**src/design/nps_pkg.sv**
```systemverilog
// Shared types and constants for the nearest point search block.
// No dependencies; used by every module of the block.
`timescale 1ns / 1ps

package nps_pkg;

   localparam int COORD_BITS = 16;
   localparam int ID_BITS    = 48;
   localparam int SQ_BITS    = 2 * COORD_BITS;
   localparam int DIST_BITS  = SQ_BITS + 1;

   localparam logic OP_LOAD  = 1'b0;
   localparam logic OP_QUERY = 1'b1;

   localparam logic [1:0] STATUS_OK    = 2'd0;
   localparam logic [1:0] STATUS_FULL  = 2'd1;
   localparam logic [1:0] STATUS_EMPTY = 2'd2;

   typedef struct packed {
      logic                         op;
      logic [ID_BITS-1:0]           point_id;
      logic signed [COORD_BITS-1:0] coord_x;
      logic signed [COORD_BITS-1:0] coord_y;
   } req_type;

   typedef struct packed {
      logic [1:0]           status;
      logic [ID_BITS-1:0]   nearest_id;
      logic [DIST_BITS-1:0] nearest_dist_sq;
   } rsp_type;

   typedef struct packed {
      logic [ID_BITS-1:0]           id;
      logic signed [COORD_BITS-1:0] x;
      logic signed [COORD_BITS-1:0] y;
   } entry_type;

   // travels alongside each point read during a scan
   typedef struct packed {
      logic valid;
      logic first;
      logic last;
   } scan_tag_type;

   typedef enum logic [1:0] {
      ST_IDLE,
      ST_SCAN,
      ST_DRAIN,
      ST_RESP
   } state_type;

endpackage

```
**src/design/nps_dist.sv**
```systemverilog
// Distance unit: absolute differences, then squares, one stage each.
// Depends on nps_pkg for entry and tag types.
`timescale 1ns / 1ps

module nps_dist (
   input  logic                                  clock,
   input  logic                                  reset,
   input  nps_pkg::scan_tag_type                 tag_in,
   input  nps_pkg::entry_type                    point,
   input  logic signed [nps_pkg::COORD_BITS-1:0] qx,
   input  logic signed [nps_pkg::COORD_BITS-1:0] qy,
   output nps_pkg::scan_tag_type                 tag_out,
   output logic [nps_pkg::ID_BITS-1:0]           id_out,
   output logic [nps_pkg::SQ_BITS-1:0]           sq_x,
   output logic [nps_pkg::SQ_BITS-1:0]           sq_y
);
   import nps_pkg::*;

   logic signed [COORD_BITS:0] diff_x, diff_y;
   logic [COORD_BITS:0]        mag_x, mag_y;
   logic [COORD_BITS-1:0]      abs_x_in, abs_y_in, abs_x_ff, abs_y_ff;
   logic [ID_BITS-1:0]         id1_ff, id2_ff;
   scan_tag_type               tag1_ff, tag2_ff;
   logic [SQ_BITS-1:0]         sq_x_in, sq_y_in, sq_x_ff, sq_y_ff;

   always_comb begin
      diff_x   = {point.x[COORD_BITS-1], point.x} - {qx[COORD_BITS-1], qx};
      diff_y   = {point.y[COORD_BITS-1], point.y} - {qy[COORD_BITS-1], qy};
      mag_x    = diff_x[COORD_BITS] ? (COORD_BITS+1)'(-diff_x) : diff_x;
      mag_y    = diff_y[COORD_BITS] ? (COORD_BITS+1)'(-diff_y) : diff_y;
      abs_x_in = mag_x[COORD_BITS-1:0];
      abs_y_in = mag_y[COORD_BITS-1:0];
      sq_x_in  = SQ_BITS'(abs_x_ff) * SQ_BITS'(abs_x_ff);
      sq_y_in  = SQ_BITS'(abs_y_ff) * SQ_BITS'(abs_y_ff);
   end

   always_ff @(posedge clock) begin
      abs_x_ff <= abs_x_in;
      abs_y_ff <= abs_y_in;
      id1_ff   <= point.id;
      sq_x_ff  <= sq_x_in;
      sq_y_ff  <= sq_y_in;
      id2_ff   <= id1_ff;
      if (reset) begin
         tag1_ff <= '0;
         tag2_ff <= '0;
      end else begin
         tag1_ff <= tag_in;
         tag2_ff <= tag1_ff;
      end
   end

   assign tag_out = tag2_ff;
   assign id_out  = id2_ff;
   assign sq_x    = sq_x_ff;
   assign sq_y    = sq_y_ff;

endmodule

```
**config.mk**
```make
export PLATFORM = sky130hd
export DESIGN_NAME = nps_dist
export DESIGN_NICKNAME = d
export VERILOG_FILES = /design/src/design/nps_pkg.sv /design/src/design/nps_dist.sv
export SDC_FILE = /design/constraint.sdc
export NUM_CORES = 1
export LEC_CHECK = 0
export ABC_AREA = 1
export ABC_CLOCK_PERIOD_IN_PS = 7000
export BUFFER_PORTS_ARGS = -buffer_cell sky130_fd_sc_hd__buf_4
export CAP_MARGIN = 20
export CORE_UTILIZATION = 60
export DETAILED_ROUTE_END_ITERATION = 10
export GPL_TIMING_DRIVEN = 0
export PLACE_DENSITY = 0.81
export SLEW_MARGIN = 20
export SYNTH_ARGS = -nofsm -noshare
export SYNTH_HDL_FRONTEND = slang
export SYNTH_SLANG_ARGS = --single-unit
```
**constraint.sdc**
```tcl
create_clock -name clock -period 7 [get_ports clock]
set_input_delay 1.05 -clock clock [delete_from_list [all_inputs] [get_ports clock]]
set_output_delay 1.05 -clock clock [all_outputs]
set_load 0.05 [all_outputs]
```
Yosys cells after proc, flatten, opt, wreduce, memory -nomap -nowiden. Cells that the tools add are included.

Register bits: 198. Bits of input ports: 117. Output and inout port bits: 115.

$add $sub $neg: 4. Multiply operators: 2. Mux-type cells: 2.

Operators with widths (count): $mul A16 B16 Y32 (2); $sub A16 B16 Y17 (2); $mux W16 (2); $neg A16 Y16 (2).

Longest topological paths before layout.
Depth after elaboration: 3. Depth in mapped cells: 27. Mapped depth without buffers: 25.

Worst setup path before layout. OpenSTA, ideal clock, no wires.

Kind: reg-to-reg. Start point: register abs_x_ff[13]. End point: register sq_x_ff[31], in the netlist sq_x[31]. Setup time: 112 ps. Arrival: 5187 ps. Data required time: 6888 ps. Setup slack: 1701 ps. Cell stages (with the launch flop): 22. Path buffers: 2. Path through: dfxtp_1 -> clkbuf_1 -> clkbuf_1 -> nand2_1 -> fa_1 -> fa_1 -> inv_1 -> fa_1 -> fa_1 -> fa_1 -> inv_1 -> fa_1 -> inv_1 -> ha_1 -> a21oi_1 -> o21ai_0 -> a21oi_1 -> nor2_1 -> a211oi_1 -> nand2_1 -> nand2_1 -> nand2_1.

Word-level cells in the longest chain between the ends: 1.

RTL lines: start: declaration (RTL line nps_dist.sv:21) `logic [COORD_BITS-1:0] abs_x_in, abs_y_in, abs_x_ff, abs_y_ff;`; start signal: assignment (RTL line nps_dist.sv:38) `abs_x_ff <= abs_x_in;`; $mul A16 B16 Y32 (RTL line nps_dist.sv:33) `sq_x_in = SQ_BITS'(abs_x_ff) * SQ_BITS'(abs_x_ff);`; via sq_x_in[31] (RTL line nps_dist.sv:24) `logic [SQ_BITS-1:0] sq_x_in, sq_y_in, sq_x_ff, sq_y_ff;`; end signal: assignment (RTL line nps_dist.sv:41) `sq_x_ff <= sq_x_in;`; end: declaration (RTL line nps_dist.sv:24).

The timed path passes the listed nets, and every way through them passes these cells. A chain may end at the register's enable or synchronous reset.

Final worst setup path.
Start point: register abs_x_ff[8]. End point: register sq_x_ff[28], in the netlist sq_x[28].

Same word-level chain as after synthesis.

==> run_results.csv <==
group,metric,value,unit
outcome,status,"finished, final reports clean",
global_route,grt_start_max_net_pins,24,
cells_and_area,fin_area,24950,um^2
clock_tree,cts_resized,0,
run,cap_violations,0,
logic_synthesis,synthFlopType,"dfxtp_1",
route,drt-pass1-iter-count,5,
placed_design,dp_hpwl,44130,um
timing,post-route-period-util,93.11,%
clock_tree,cts_sinks,196,
clock_tree,numCtsBuffers,17,
die,initial_utilization,61.45,%
worst_setup_path,worst-setup-path-type,"reg -> reg",
die,die_h,193.6,um
worst_setup_path,worst_setup_path_end_kind,"flip-flop",
logic_synthesis,synth-seq-cells,196,
route,vias,17700,
logic_synthesis,async_reset_ff_share,0,%
worst_setup_path,worstRegToRegCells,19,
placed_design,dp.cells,3411,
worst_setup_path,worst-path-max-fanout,10,
route,totalWireLength,52350,um
clock_tree,h-tree-depth,4,
die,fp.coreArea,35830,um^2
logic_synthesis,yosysSeqAreaShare,17.82,%
logic_synthesis,synth_top_area_share,29.64,%
route,met1Wirelength,21770,um
cells_and_area,final_common_cell,"inv_1",
logic_synthesis,ys_types,50,
global_route,overflow,0,
die,die_w,193.6,um
route,dr_wl_met3,4558,um
global_route,grt_pass1_vias,18730,
route,wl_met2,24560,um
die,io_pins,232,
worst_setup_path,crit_required,7340,ps
clock_tree,clock-root-buffer,"clkbuf_16",
worst_setup_path,worst_path_dominant_cell_family,"adder cells",
logic_synthesis,syn_avg_cell_area,8.095,um^2
timing,finClkSkew,18.52,ps
global_route,gr-usage-all-layers,29.23,%
timing,setup-violations-final,0,
die,dieArea,37470,um^2
worst_setup_path,cpMostUsedCell,"fa_1",
placed_design,port_buffers,229,
cells_and_area,final_util,69.64,%
logic_synthesis,synthCells,2720,
logic_synthesis,syn_area,22020,um^2
worst_setup_path,cp-start-kind,"flip-flop",
clock_tree,postCtsHoldBufs,0,
clock_tree,clkTransAtPathRegs,90,ps
timing,report.final.slew_viol_count,0,
worst_setup_path,max_stage_delay,630,ps
timing,min_period,6518,ps
placed_design,gp_congestion,0.9481,
worst_setup_path,crit_slowest_cell,"fa_1",
logic_synthesis,synth.largest_area_cell,"fa_1",
timing,hold_viol_final,0,
worst_setup_path,crit_cells,19,
route,top_layer_used,"met4",
timing,fin_setup_tns,0,ps
logic_synthesis,yosysWarningCount,0,
timing,tightest_slew,687.6,ps
cells_and_area,layout.cells.non_filler,3443,
logic_synthesis,synth_edf_count,0,
timing,relSlewSlack,54.16,%
cells_and_area,diodes,0,
min_path,min_path_type,"reg -> reg",
route,routed_via_density,5.141,
logic_synthesis,synth_area_leaders,"fa_1 (30%), dfxtp_1 (18%), ha_1 (13%)",
worst_setup_path,crit_chain,"clkbuf_1, clkbuf_1, nand2_1, fa_1, inv_1, fa_1, fa_1, fa_1, fa_1, inv_1, fa_1, inv_1, ha_1, nand2_1, nor3_1, nand4_1, nand3_1, a21oi_1, xor2_1",
timing,fmax,0.1534,GHz
route,drt_iter0_drc,1090,
die,row_count,69,
route,drc,0,
clock_tree,tritoncts,"built",
global_route,grt_pass1_wl,88110,um
worst_setup_path,arrival,6860,ps
cells_and_area,final_cell_mix,"inv_1 (760), nand2_1 (596), fa_1 (326)",
placed_design,post_dp_cell_area,24320,um^2
cells_and_area,drive_gt1_share,10.93,%
clock_tree,clkLatencyLatePin,450,ps
cells_and_area,syn2layout_area_growth,13.33,%
timing,rsz0062_at_grt,"false",
route,postRouteAntennaNets,0,
min_path,min_path_cells,0,
worst_setup_path,crit_buf_inv,5,
clock_tree,clockBufferDepth,2,
global_route,antenna_found_initial,0,
cells_and_area,finalNetCount,3649,
clock_tree,cts_setup_buffers,0,
route,wire_per_inst,15.20,um
==> kinds of logic after synthesis <==
| kind of cell | after synthesis | share of synthesized area [%] |
|---|---|---|
| simple gates | 855 | 16.14 |
| buf+inv | 827 | 14.22 |
| fa+ha+maj | 563 | 43.11 |
| flops | 196 | 17.82 |
| compound gates | 188 | 4.887 |
| xor+xnor | 90 | 3.802 |
| other cells | 1 | 0.01703 |
==> synthesized netlist by cell type, types with 2 or more instances <==
master      n
a21o_1      3
a21oi_1    99
a21oi_2     3
a31o_2      2
a31oi_1     5
and2_1      4
buf_4       2
clkbuf_1   58
dfxtp_1   196
fa_1      326
ha_1      237
inv_1     760
inv_2       4
nand2_1   596
nand2_2    19
nand2_4     3
nand2b_1    2
nand3_1    69
nand3_2     8
nand3b_1    6
nand4_1    14
nor2_1    103
nor2_2      6
nor3_1     15
nor4_1      3
o211ai_1    4
o21a_1      5
o21ai_0    39
o21ai_1     3
o21bai_1   13
o21bai_2    3
o31a_1      2
o31ai_1     2
or2_2       5
xnor2_1    29
xnor2_2     3
xor2_1     56
==> flip-flops by register name, summed over array words and instances, names as in the netlist <==
signal,count
id1_ff,48
abs_y_ff,16
id_out,48
abs_x_ff,16
sq_x,31
sq_y,31
tag_out,3
tag1_ff,3
==> metrics by stage <==
step,hold slack (ps),setup WS [ps]
floorplan,309.6,1701
global placement,309.6,634.2
detailed placement,312.1,624.3
CTS,322.1,563.8
global route,328.1,200.2
finish,324.4,482.0
==> final timing paths <==
kind | start | to | slack [ps]
max reg2reg | abs_x_ff[8] | sq_x[28] | 480
min | id1_ff[41] | id_out[41] | 320
max | abs_x_ff[8] | sq_x[28] | 480
min reg2reg | id1_ff[41] | id_out[41] | 320
==> final cells by class <==
class,instances,area [um^2]
well taps,461,576.8
flip-flops and latches,196,3924
clock buffers,17,425.4
plain buffers,63,262.8
fillers,2849,10880
repair buffers,229,1719
clock inverters,15,209.0
multi-input cells,1698,14970
inverters,764,2868
==> worst reg2reg max path: cells and delay by family, from the launching register on <==
kind                     cells  cell delay [ps]
flip-flops                   1              340
buffers and inverters        5             1250
AND/OR/NAND/NOR              5             1050
AO/OA/AOI/OAI                1              120
XOR/XNOR                     1              150
adder cells (fa/ha/maj)      7             3510
==> layer usage <==
layer	vias to the layer above	global-route usage [%]
met3	123	5.579
li1	8467	-
met1	8323	37.54
met4	0	9.926
met5	-	0
met2	789	49.47
Power is left out: the tool's default activity adds up to more than one toggle a clock period on the data nets, which glitch-free logic cannot reach.
